$ cat src/ble_pkg.sv
`timescale 1ns / 1ps
// shared types, constants and table functions of the battery level estimator
// used by every module of the block but ble_div; depends on nothing else

package ble_pkg;

   localparam int DEFAULT_WINDOW = 8;

   localparam int ADC_W   = 12;
   localparam int MV_W    = 12;
   localparam int CELL_W  = 14;
   localparam int PCT_W   = 7;

   // millivolt scaling: raw * MV_SCALE / ADC_FULL, ADC_FULL = 2^ADC_W - 1
   localparam int MV_SCALE = 2500;
   localparam int MV_MAX   = 2500;
   localparam int ADC_FULL = 4095;
   localparam int SCALED_W = 24;

   // cell voltage: mean * 50 / 13 as (mean * CELL_RECIP) >> CELL_SHIFT,
   // CELL_RECIP = ceil(50 * 2^16 / 13), exact for every mean up to MV_MAX
   localparam int CELL_RECIP = 252062;
   localparam int CELL_SHIFT = 16;
   localparam int CELLP_W    = MV_W + 18;

   localparam int LVL_POINTS = 12;
   localparam int LVL_W      = 13;
   localparam int SPAN_W     = 9;
   localparam int DPCT_W     = 4;
   localparam int NUM_W      = SPAN_W + DPCT_W;
   localparam int PCT_FULL   = 100;

   typedef enum logic [1:0] {
      DIV_MEAN,
      DIV_PCT
   } div_sel_type;

   typedef struct packed {
      logic        capture;
      logic        scale;
      logic        update;
      logic        div_start;
      div_sel_type div_sel;
      logic        load_mean;
      logic        load_cell;
      logic        load_seg;
      logic        load_pct;
      logic        load_out;
   } cmd_type;

   typedef struct packed {
      logic div_done;
      logic interp;
   } status_type;

   typedef struct packed {
      logic [LVL_W-1:0]  lo;
      logic [SPAN_W-1:0] span;
      logic [PCT_W-1:0]  plo;
      logic [DPCT_W-1:0] dpct;
   } seg_type;

   function automatic logic [LVL_W-1:0] lvl_mv(input logic [3:0] idx);
      logic [LVL_W-1:0] r;
      case (idx)
         4'd0:    r = LVL_W'(4200);
         4'd1:    r = LVL_W'(4060);
         4'd2:    r = LVL_W'(3980);
         4'd3:    r = LVL_W'(3920);
         4'd4:    r = LVL_W'(3870);
         4'd5:    r = LVL_W'(3820);
         4'd6:    r = LVL_W'(3790);
         4'd7:    r = LVL_W'(3770);
         4'd8:    r = LVL_W'(3740);
         4'd9:    r = LVL_W'(3680);
         4'd10:   r = LVL_W'(3450);
         4'd11:   r = LVL_W'(3000);
         default: r = LVL_W'(3000);
      endcase
      return r;
   endfunction

   function automatic logic [PCT_W-1:0] lvl_pct(input logic [3:0] idx);
      logic [PCT_W-1:0] r;
      case (idx)
         4'd0:    r = PCT_W'(100);
         4'd1:    r = PCT_W'(90);
         4'd2:    r = PCT_W'(80);
         4'd3:    r = PCT_W'(70);
         4'd4:    r = PCT_W'(60);
         4'd5:    r = PCT_W'(50);
         4'd6:    r = PCT_W'(40);
         4'd7:    r = PCT_W'(30);
         4'd8:    r = PCT_W'(20);
         4'd9:    r = PCT_W'(10);
         4'd10:   r = PCT_W'(5);
         4'd11:   r = PCT_W'(0);
         default: r = PCT_W'(0);
      endcase
      return r;
   endfunction

   // interval of the voltage table holding v, the highest one wins
   function automatic seg_type seg_lookup(input logic [CELL_W-1:0] v);
      seg_type s;
      logic [LVL_W-1:0] hi;
      logic [LVL_W-1:0] lo;
      s = '0;
      for (int k = LVL_POINTS - 2; k >= 0; k--) begin
         hi = lvl_mv(4'(k));
         lo = lvl_mv(4'(k + 1));
         if (v >= CELL_W'(lo)) begin
            s.lo   = lo;
            s.span = SPAN_W'(hi - lo);
            s.plo  = lvl_pct(4'(k + 1));
            s.dpct = DPCT_W'(lvl_pct(4'(k)) - lvl_pct(4'(k + 1)));
         end
      end
      return s;
   endfunction

endpackage

$ cat src/ble_div.sv
`timescale 1ns / 1ps
// bit-serial restoring divider, one quotient bit per cycle
// depends on nothing beyond its parameters

module ble_div #(
   parameter int DVD_W = 17,
   parameter int DVS_W = 9
) (
   input  logic             clock,
   input  logic             reset,
   input  logic             start,
   input  logic [DVD_W-1:0] dividend,
   input  logic [DVS_W-1:0] divisor,
   output logic             done,
   output logic [DVD_W-1:0] quotient
);

   localparam int CNT_W = $clog2(DVD_W + 1);

   logic             busy_ff, busy_in;
   logic             done_ff, done_in;
   logic [CNT_W-1:0] cnt_ff, cnt_in;
   logic [DVS_W-1:0] rem_ff, rem_in;
   logic [DVD_W-1:0] quo_ff, quo_in;
   logic [DVS_W-1:0] dvs_ff, dvs_in;

   logic [DVS_W:0] shifted;
   logic [DVS_W:0] diff;
   logic           ge;

   assign shifted = {rem_ff, quo_ff[DVD_W-1]};
   assign diff    = shifted - {1'b0, dvs_ff};
   assign ge      = shifted >= {1'b0, dvs_ff};

   always_comb begin
      busy_in = busy_ff;
      done_in = 1'b0;
      cnt_in  = cnt_ff;
      rem_in  = rem_ff;
      quo_in  = quo_ff;
      dvs_in  = dvs_ff;
      if (start) begin
         busy_in = 1'b1;
         cnt_in  = '0;
         rem_in  = '0;
         quo_in  = dividend;
         dvs_in  = divisor;
      end else if (busy_ff) begin
         rem_in = ge ? diff[DVS_W-1:0] : shifted[DVS_W-1:0];
         quo_in = {quo_ff[DVD_W-2:0], ge};
         cnt_in = cnt_ff + 1'b1;
         if (cnt_ff == CNT_W'(DVD_W - 1)) begin
            busy_in = 1'b0;
            done_in = 1'b1;
         end
      end
   end

   always_ff @(posedge clock) begin
      if (reset) begin
         busy_ff <= 1'b0;
         done_ff <= 1'b0;
         cnt_ff  <= '0;
      end else begin
         busy_ff <= busy_in;
         done_ff <= done_in;
         cnt_ff  <= cnt_in;
      end
      rem_ff <= rem_in;
      quo_ff <= quo_in;
      dvs_ff <= dvs_in;
   end

   assign done     = done_ff;
   assign quotient = quo_ff;

endmodule

$ cat src/ble_dp.sv
`timescale 1ns / 1ps
// datapath: millivolt scaling, sample ring with running sum, shared divider,
// table interpolation and the result register; uses ble_pkg and ble_div

module ble_dp #(
   parameter int WINDOW = ble_pkg::DEFAULT_WINDOW
) (
   input  logic                         clock,
   input  logic                         reset,
   input  ble_pkg::cmd_type             cmd,
   output ble_pkg::status_type          status,
   input  logic [ble_pkg::ADC_W-1:0]    req_adc_sample,
   output logic [ble_pkg::MV_W-1:0]     rsp_filtered_mv,
   output logic [ble_pkg::CELL_W-1:0]   rsp_battery_mv,
   output logic [ble_pkg::PCT_W-1:0]    rsp_charge_percent,
   output logic                         rsp_percent_valid
);

   localparam int ADC_W    = ble_pkg::ADC_W;
   localparam int MV_W     = ble_pkg::MV_W;
   localparam int CELL_W   = ble_pkg::CELL_W;
   localparam int CELLP_W  = ble_pkg::CELLP_W;
   localparam int PCT_W    = ble_pkg::PCT_W;
   localparam int SCALED_W = ble_pkg::SCALED_W;
   localparam int SPAN_W   = ble_pkg::SPAN_W;
   localparam int NUM_W    = ble_pkg::NUM_W;
   localparam int COUNT_W  = $clog2(WINDOW + 1);
   localparam int SLOT_W   = $clog2(WINDOW);
   localparam int SUM_W    = $clog2(WINDOW * ble_pkg::MV_MAX + 1);
   localparam int DIV_W    = (SUM_W > NUM_W) ? SUM_W : NUM_W;
   localparam int DVS_W    = (COUNT_W > SPAN_W) ? COUNT_W : SPAN_W;

   logic [SCALED_W-1:0] scaled_ff;
   logic [MV_W-1:0]     mv_ff;
   logic [MV_W-1:0]     store_ff [WINDOW];
   logic [SLOT_W-1:0]   slot_ff;
   logic [COUNT_W-1:0]  fill_ff;
   logic [SUM_W-1:0]    sum_ff;
   logic [MV_W-1:0]     mean_ff;
   logic [CELL_W-1:0]   cell_ff;
   logic [NUM_W-1:0]    num_ff;
   logic [SPAN_W-1:0]   span_ff;
   logic [PCT_W-1:0]    plo_ff;
   logic [PCT_W-1:0]    pct_ff;
   logic [MV_W-1:0]     out_mv_ff;
   logic [CELL_W-1:0]   out_cell_ff;
   logic [PCT_W-1:0]    out_pct_ff;
   logic                out_valid_ff;

   // divide by 2^ADC_W - 1: shift estimate, then one correction step
   logic [SCALED_W-ADC_W-1:0] q_est;
   logic [ADC_W:0]            rem_est;
   logic [MV_W-1:0]           mv_in;

   logic [SUM_W-1:0]    sum_in;
   logic                full;
   logic [CELLP_W-1:0]  cell_prod;
   ble_pkg::seg_type    seg;
   logic [CELL_W-1:0]   cell_off;
   logic [NUM_W-1:0]    num_in;
   logic [PCT_W-1:0]    pct_edge;

   logic [DIV_W-1:0]    div_dividend;
   logic [DVS_W-1:0]    div_divisor;
   logic                div_done;
   logic [DIV_W-1:0]    div_quotient;

   assign q_est   = scaled_ff[SCALED_W-1:ADC_W];
   assign rem_est = {1'b0, scaled_ff[ADC_W-1:0]} + (ADC_W + 1)'(q_est);
   assign mv_in   = MV_W'(q_est) +
                    MV_W'(rem_est >= (ADC_W + 1)'(ble_pkg::ADC_FULL));

   assign sum_in = sum_ff - SUM_W'(store_ff[slot_ff]) + SUM_W'(mv_ff);
   assign full   = fill_ff == COUNT_W'(WINDOW);

   // reciprocal multiply for the fixed divide by 13
   assign cell_prod = CELLP_W'(mean_ff) * CELLP_W'(ble_pkg::CELL_RECIP);

   assign seg      = ble_pkg::seg_lookup(cell_ff);
   assign cell_off = cell_ff - CELL_W'(seg.lo);
   assign num_in   = NUM_W'(cell_off[SPAN_W-1:0]) * NUM_W'(seg.dpct);
   assign pct_edge = (full && cell_ff >= CELL_W'(ble_pkg::lvl_mv(4'd0)))
                     ? PCT_W'(ble_pkg::PCT_FULL) : '0;

   always_comb begin
      case (cmd.div_sel)
         ble_pkg::DIV_MEAN: begin
            div_dividend = DIV_W'(sum_ff);
            div_divisor  = DVS_W'(fill_ff);
         end
         ble_pkg::DIV_PCT: begin
            div_dividend = DIV_W'(num_ff);
            div_divisor  = DVS_W'(span_ff);
         end
         default: begin
            div_dividend = '0;
            div_divisor  = DVS_W'(1);
         end
      endcase
   end

   ble_div #(
      .DVD_W (DIV_W),
      .DVS_W (DVS_W)
   ) u_div (
      .clock    (clock),
      .reset    (reset),
      .start    (cmd.div_start),
      .dividend (div_dividend),
      .divisor  (div_divisor),
      .done     (div_done),
      .quotient (div_quotient)
   );

   assign status.div_done = div_done;
   assign status.interp   = full &&
                            cell_ff > CELL_W'(ble_pkg::lvl_mv(4'(ble_pkg::LVL_POINTS - 1))) &&
                            cell_ff < CELL_W'(ble_pkg::lvl_mv(4'd0));

   // ring and running sum; unfilled entries read as zero after reset
   always_ff @(posedge clock) begin
      if (reset) begin
         for (int k = 0; k < WINDOW; k++) begin
            store_ff[k] <= '0;
         end
         slot_ff <= '0;
         fill_ff <= '0;
         sum_ff  <= '0;
      end else if (cmd.update) begin
         store_ff[slot_ff] <= mv_ff;
         slot_ff <= (slot_ff == SLOT_W'(WINDOW - 1)) ? '0 : slot_ff + 1'b1;
         if (!full) begin
            fill_ff <= fill_ff + 1'b1;
         end
         sum_ff <= sum_in;
      end
   end

   always_ff @(posedge clock) begin
      if (cmd.capture) begin
         scaled_ff <= SCALED_W'(req_adc_sample) * SCALED_W'(ble_pkg::MV_SCALE);
      end
      if (cmd.scale) begin
         mv_ff <= mv_in;
      end
      if (cmd.load_mean) begin
         mean_ff <= div_quotient[MV_W-1:0];
      end
      if (cmd.load_cell) begin
         cell_ff <= cell_prod[ble_pkg::CELL_SHIFT +: CELL_W];
      end
      if (cmd.load_seg) begin
         num_ff  <= num_in;
         span_ff <= seg.span;
         plo_ff  <= seg.plo;
         pct_ff  <= pct_edge;
      end
      if (cmd.load_pct) begin
         pct_ff <= plo_ff + div_quotient[PCT_W-1:0];
      end
      if (cmd.load_out) begin
         out_mv_ff    <= mean_ff;
         out_cell_ff  <= cell_ff;
         out_pct_ff   <= pct_ff;
         out_valid_ff <= full;
      end
   end

   assign rsp_filtered_mv    = out_mv_ff;
   assign rsp_battery_mv     = out_cell_ff;
   assign rsp_charge_percent = out_pct_ff;
   assign rsp_percent_valid  = out_valid_ff;

endmodule

$ cat src/ble_ctrl.sv
`timescale 1ns / 1ps
// controller: sequences one request through the datapath and owns both
// handshakes; uses ble_pkg for the command and status types

module ble_ctrl (
   input  logic                 clock,
   input  logic                 reset,
   input  logic                 req_valid,
   output logic                 req_stall,
   output logic                 rsp_valid,
   input  logic                 rsp_stall,
   input  ble_pkg::status_type  status,
   output ble_pkg::cmd_type     cmd
);

   typedef enum logic [3:0] {
      ST_IDLE,
      ST_SCALE,
      ST_UPDATE,
      ST_MEAN_GO,
      ST_MEAN_WAIT,
      ST_CELL,
      ST_SEG,
      ST_PCT_GO,
      ST_PCT_WAIT,
      ST_FINISH
   } state_type;

   state_type state_ff, state_in;
   logic      rsp_valid_ff, rsp_valid_in;
   logic      out_free;

   assign req_stall = state_ff != ST_IDLE;
   assign out_free  = !rsp_valid_ff || !rsp_stall;

   always_comb begin
      state_in     = state_ff;
      rsp_valid_in = rsp_valid_ff && rsp_stall;
      cmd          = '0;
      cmd.div_sel  = ble_pkg::DIV_MEAN;
      case (state_ff)
         ST_IDLE: begin
            if (req_valid) begin
               cmd.capture = 1'b1;
               state_in    = ST_SCALE;
            end
         end
         ST_SCALE: begin
            cmd.scale = 1'b1;
            state_in  = ST_UPDATE;
         end
         ST_UPDATE: begin
            cmd.update = 1'b1;
            state_in   = ST_MEAN_GO;
         end
         ST_MEAN_GO: begin
            cmd.div_start = 1'b1;
            state_in      = ST_MEAN_WAIT;
         end
         ST_MEAN_WAIT: begin
            if (status.div_done) begin
               cmd.load_mean = 1'b1;
               state_in      = ST_CELL;
            end
         end
         ST_CELL: begin
            cmd.load_cell = 1'b1;
            state_in      = ST_SEG;
         end
         ST_SEG: begin
            cmd.load_seg = 1'b1;
            state_in     = status.interp ? ST_PCT_GO : ST_FINISH;
         end
         ST_PCT_GO: begin
            cmd.div_sel   = ble_pkg::DIV_PCT;
            cmd.div_start = 1'b1;
            state_in      = ST_PCT_WAIT;
         end
         ST_PCT_WAIT: begin
            if (status.div_done) begin
               cmd.load_pct = 1'b1;
               state_in     = ST_FINISH;
            end
         end
         ST_FINISH: begin
            // hold here while the previous result is still stalled
            if (out_free) begin
               cmd.load_out = 1'b1;
               rsp_valid_in = 1'b1;
               state_in     = ST_IDLE;
            end
         end
         default: begin
            state_in = ST_IDLE;
         end
      endcase
   end

   always_ff @(posedge clock) begin
      if (reset) begin
         state_ff     <= ST_IDLE;
         rsp_valid_ff <= 1'b0;
      end else begin
         state_ff     <= state_in;
         rsp_valid_ff <= rsp_valid_in;
      end
   end

   assign rsp_valid = rsp_valid_ff;

endmodule

$ cat src/battery_level_estimator_unit.sv
`timescale 1ns / 1ps
// top level of the battery level estimator: controller plus datapath
// uses ble_pkg, ble_ctrl, ble_dp (which holds ble_div)
//
//   channel  direction  handshake             payload
//   req      in         req_valid/req_stall   req_adc_sample
//   rsp      out        rsp_valid/rsp_stall   rsp_filtered_mv, rsp_battery_mv,
//                                             rsp_charge_percent, rsp_percent_valid
//
// one request at a time; the bit-serial divider (DIV_W = 15 at a window of 8), shared by
// the mean and the interpolation, runs for the mean on every request and again for the
// percent when it is interpolated; the cell voltage comes from a reciprocal multiply.
// synchronous reset clears the sample ring, running sum and fill count at once.
// a finished result waits in the output register while the next request is
// taken; that request holds before its result only if the old one is still stalled.

module battery_level_estimator_unit #(
   parameter int WINDOW = ble_pkg::DEFAULT_WINDOW
) (
   input  logic                         clock,
   input  logic                         reset,
   input  logic                         req_valid,
   output logic                         req_stall,
   input  logic [ble_pkg::ADC_W-1:0]    req_adc_sample,
   output logic                         rsp_valid,
   input  logic                         rsp_stall,
   output logic [ble_pkg::MV_W-1:0]     rsp_filtered_mv,
   output logic [ble_pkg::CELL_W-1:0]   rsp_battery_mv,
   output logic [ble_pkg::PCT_W-1:0]    rsp_charge_percent,
   output logic                         rsp_percent_valid
);

   ble_pkg::cmd_type    cmd;
   ble_pkg::status_type status;

   ble_ctrl u_ctrl (
      .clock     (clock),
      .reset     (reset),
      .req_valid (req_valid),
      .req_stall (req_stall),
      .rsp_valid (rsp_valid),
      .rsp_stall (rsp_stall),
      .status    (status),
      .cmd       (cmd)
   );

   ble_dp #(
      .WINDOW (WINDOW)
   ) u_dp (
      .clock              (clock),
      .reset              (reset),
      .cmd                (cmd),
      .status             (status),
      .req_adc_sample     (req_adc_sample),
      .rsp_filtered_mv    (rsp_filtered_mv),
      .rsp_battery_mv     (rsp_battery_mv),
      .rsp_charge_percent (rsp_charge_percent),
      .rsp_percent_valid  (rsp_percent_valid)
   );

endmodule
$ cat config.mk
export PLATFORM = sky130hd
export DESIGN_NAME = battery_level_estimator_unit
export DESIGN_NICKNAME = d
export VERILOG_FILES = /design/src/ble_pkg.sv /design/src/ble_div.sv /design/src/ble_dp.sv /design/src/ble_ctrl.sv /design/src/battery_level_estimator_unit.sv
export SDC_FILE = /design/constraint.sdc
export NUM_CORES = 1
export LEC_CHECK = 0
export BUFFER_PORTS_ARGS = -buffer_cell sky130_fd_sc_hd__buf_2
export CAP_MARGIN = 15
export CORE_ASPECT_RATIO = 0.6
export CORE_MARGIN = 1
export CORE_UTILIZATION = 53
export CTS_BUF_LIST = sky130_fd_sc_hd__clkbuf_16
export CTS_CLUSTER_DIAMETER = 100
export DETAILED_ROUTE_END_ITERATION = 10
export PLACE_DENSITY = 0.69
export SLEW_MARGIN = 25
export SYNTH_ARGS = -nofsm -noshare
export SYNTH_HDL_FRONTEND = slang
export SYNTH_HIERARCHICAL = 1
export SYNTH_SLANG_ARGS = --single-unit
$ cat constraint.sdc
create_clock -name clock -period 6.7 [get_ports clock]
set_input_delay 1.34 -clock clock [delete_from_list [all_inputs] [get_ports clock]]
set_output_delay 1.34 -clock clock [all_outputs]
set_load 0.01 [all_outputs]
==> flow_metrics.tcl <==
set metrics [dict create \
    critical_path_arrival_ns 6.36 \
    drt-initial-drc-count 1289 \
    layout_commonest_cell "inv_1" \
    maxCapViolCount 0 \
    clock_sinks 294 \
    via_count 13893 \
    dp_cells 2379 \
    dpl.hpwl_um 36510 \
    drive_gt1_frac 0.1100 \
    worst_slack_ns 0.6445 \
    max_slew.worst_pin.slew_ns 0.8977 \
    dieArea_um2 40270 \
    ys_seq_elements 294 \
    syn_area_per_cell_um2 11.24 \
    drt-total-wl_um 48280 \
    clock_path_buffers 3 \
    core_area_um2 38260 \
    end_kind "flip-flop" \
    clock_latency_ns 0.58 \
    synth_nets 2215 \
    n_antenna_cell 0 \
    h-tree-depth 1 \
    rows 55 \
    fin_util 0.5916 \
    avgViaCountPerCell 5.713 \
    cp-start-kind "flip-flop" \
    min_path_type "flip-flop to flip-flop" \
    grt_pass1_vias 13609 \
    ant_nets 0 \
    design_area_um2 22640 \
    grt_max_degree 50 \
    fin_crit_sh 0.9038 \
    synth_cell_types 86 \
    yosys_warnings 6 \
    fin_nets 2253 \
    ys_seq_area_frac 0.4008 \
    fin_crit_ns 6.056 \
    start_util 0.5463 \
    synth-edff-count 249 \
    cts_tree "yes" \
    routabilityCongestion 0.9269 \
    setup.worst_path.class "flip-flop to flip-flop" \
    postCtsHoldBufs 0 \
    ir_drop_mv 0.1910 \
    grt_usage 0.2450 \
    synth_flop_cell "edfxtp_1" \
    syn_to_final_growth_pct 8.290 \
    syn_area_um2 20900 \
    crit_path_frequent_cell "o21ai_0" \
    setup_viol 0 \
    hold_violations 0 \
    post_cts_resized 0 \
    drtPass1Iterations 5 \
    outcome "finished, final reports clean" \
    tns_ns 0 \
    postCtsSetupRepairBufs 0 \
    fmax_mhz 165.1 \
    relSlewSlack 0.4015 \
    synthArstFlopShare 0 \
    place_area_um2 21710 \
    synthCells 1859 \
    fill_cells 3194 \
    wl_per_cell_um 19.85 \
    clk_pin_slew_worst_paths_ns 0.06 \
    final_cell_mix "280 x inv_1, 249 x edfxtp_1, 223 x ha_1" \
    crit_path_top_delay_cell "fa_1" \
    dieWidth_um 258.4 \
    fin_worst_skew_ns 0.03079 \
    drc_errors 0 \
    io_buffers 51 \
    cts_buffers 28 \
    p_per_area_nw_per_um2 250.9 \
    antenna_found_initial 0 \
    cts-root-buf "clkbuf_16" \
    grt_pass1_wl_um 76820 \
    overflow 0 \
    leakagePower_nw 9.688 \
    finalNonFillerCells 2432 \
    required_ns 7.01 \
    cpPeakStageDelay_ns 0.55 \
    die_h_um 155.8 \
    pre_cts_ws_ns 0.7513 \
    finalMaxSlewViolations 0 \
    io_pins 52 \
    cp_max_fo 7 \
    rsz0062_at_grt "false" \
]
-- Yosys cell counts (27+ instances only) --
cell / instances / area [um^2]
edfxtp_1: 249 / 7477
xor2_1: 37 / 324.1
ha_1: 223 / 2790
mux2i_1: 36 / 360.4
o21ai_0: 34 / 170.2
mux2_2: 29 / 326.6
and2_1: 27 / 168.9
nor2_1: 108 / 405.4
nor4_1: 27 / 168.9
nand2_1: 56 / 210.2
a21oi_1: 79 / 395.4
clkbuf_1: 41 / 153.9
a21o_1: 35 / 262.8
fa_1: 117 / 2342
xnor2_1: 50 / 437.9
nor3_1: 93 / 465.5
dfxtp_1: 45 / 900.9
inv_1: 270 / 1013
-- state kept, by name (all words and copies together) (netlist names), 4 cells and up, named ones only --
register,cells
u_dp/mv_ff,12
u_dp/pct_ff,7
u_dp/span_ff,8
u_dp/rsp_charge_percent,7
u_dp/u_div/quotient,15
u_dp/mean_ff,12
u_dp/plo_ff,7
u_dp/scaled_ff,22
u_ctrl/state_ff,4
u_dp/rsp_battery_mv,14
u_dp/u_div/rem_ff,9
u_dp/store_ff,96
u_dp/u_div/cnt_ff,4
u_dp/sum_ff,15
u_dp/fill_ff,4
u_dp/cell_ff,14
u_dp/num_ff,13
u_dp/u_div/dvs_ff,9
u_dp/rsp_filtered_mv,12
-- power breakdown --
group	internal [mW]	switching, mW	total, mW	leakage, nW
Clock	0.844	0.717	1.56	0.472
Combinational	0.788	1.02	1.81	6.46
Sequential	2.18	0.130	2.31	2.76
Total	3.82	1.86	5.68	9.69
-- worst max-delay path: cells and delay by family (launching register included) --
family | cells | cell delay, ns
AO/OA/AOI/OAI | 9 | 1.89
XOR/XNOR | 2 | 0.30
adder cells (fa/ha/maj) | 4 | 1.66
buffers and inverters | 3 | 0.18
flip-flops | 1 | 0.43
AND/OR/NAND/NOR | 7 | 1.34
-- through the flow --
stage,power (mW),hold slack (ns)
2_1_floorplan,3.716,0.4003
3_3_place_gp,4.079,0.4100
3_5_place_dp,4.132,0.4089
4_1_cts,5.703,0.4139
5_1_grt,6.020,0.4211
6_report,5.681,0.4160
-- logic make-up (layout without fill, tap and decap cells) --
group                      Yosys count  after routing  synth area share
AOI/OAI and AO/OA                  258            258           0.08404
and+or+nand+nor                    441            441            0.1091
other                                1              1         0.0001794
DFF                                294            294            0.4008
adders and majority gates          340            340            0.2455
muxes                               89             89           0.05872
buffers and inverters              348            408           0.06411
xor gates and xnor gates            88             88           0.03759
-- layout make-up --
class                           instances  area, um^2  share of cell area
Clock buffer                           28       700.7             0.03095
Inverter                              284        1066             0.04709
Multi-Input combinational cell       1217       11220              0.4958
Clock inverter                         24       193.9            0.008567
Sequential cell                       294        8378              0.3701
Tap cell                              513       641.9             0.02836
Timing Repair Buffer                   72       432.9             0.01912
-- routing by layer --
layer	GRT usage	routed length, um
met1	0.3867	23940
met3	0.08155	4842
met4	0.02480	383
met5	0	0
met2	0.3305	19120
-- path summary, 6_finish.rpt --
check                                 startpoint                         end  slack (ns)  cells past startpoint
worst min register to register    u_dp/pct_ff[5]  u_dp/rsp_charge_percent[5]        0.42                      0
worst max-delay path            u_dp/cell_ff[12]             u_dp/num_ff[11]        0.64                     25
worst max register to register  u_dp/cell_ff[12]             u_dp/num_ff[11]        0.64                     25
worst min-delay path              u_dp/pct_ff[5]  u_dp/rsp_charge_percent[5]        0.42                      0
Power figures use the tool's default switching activity.
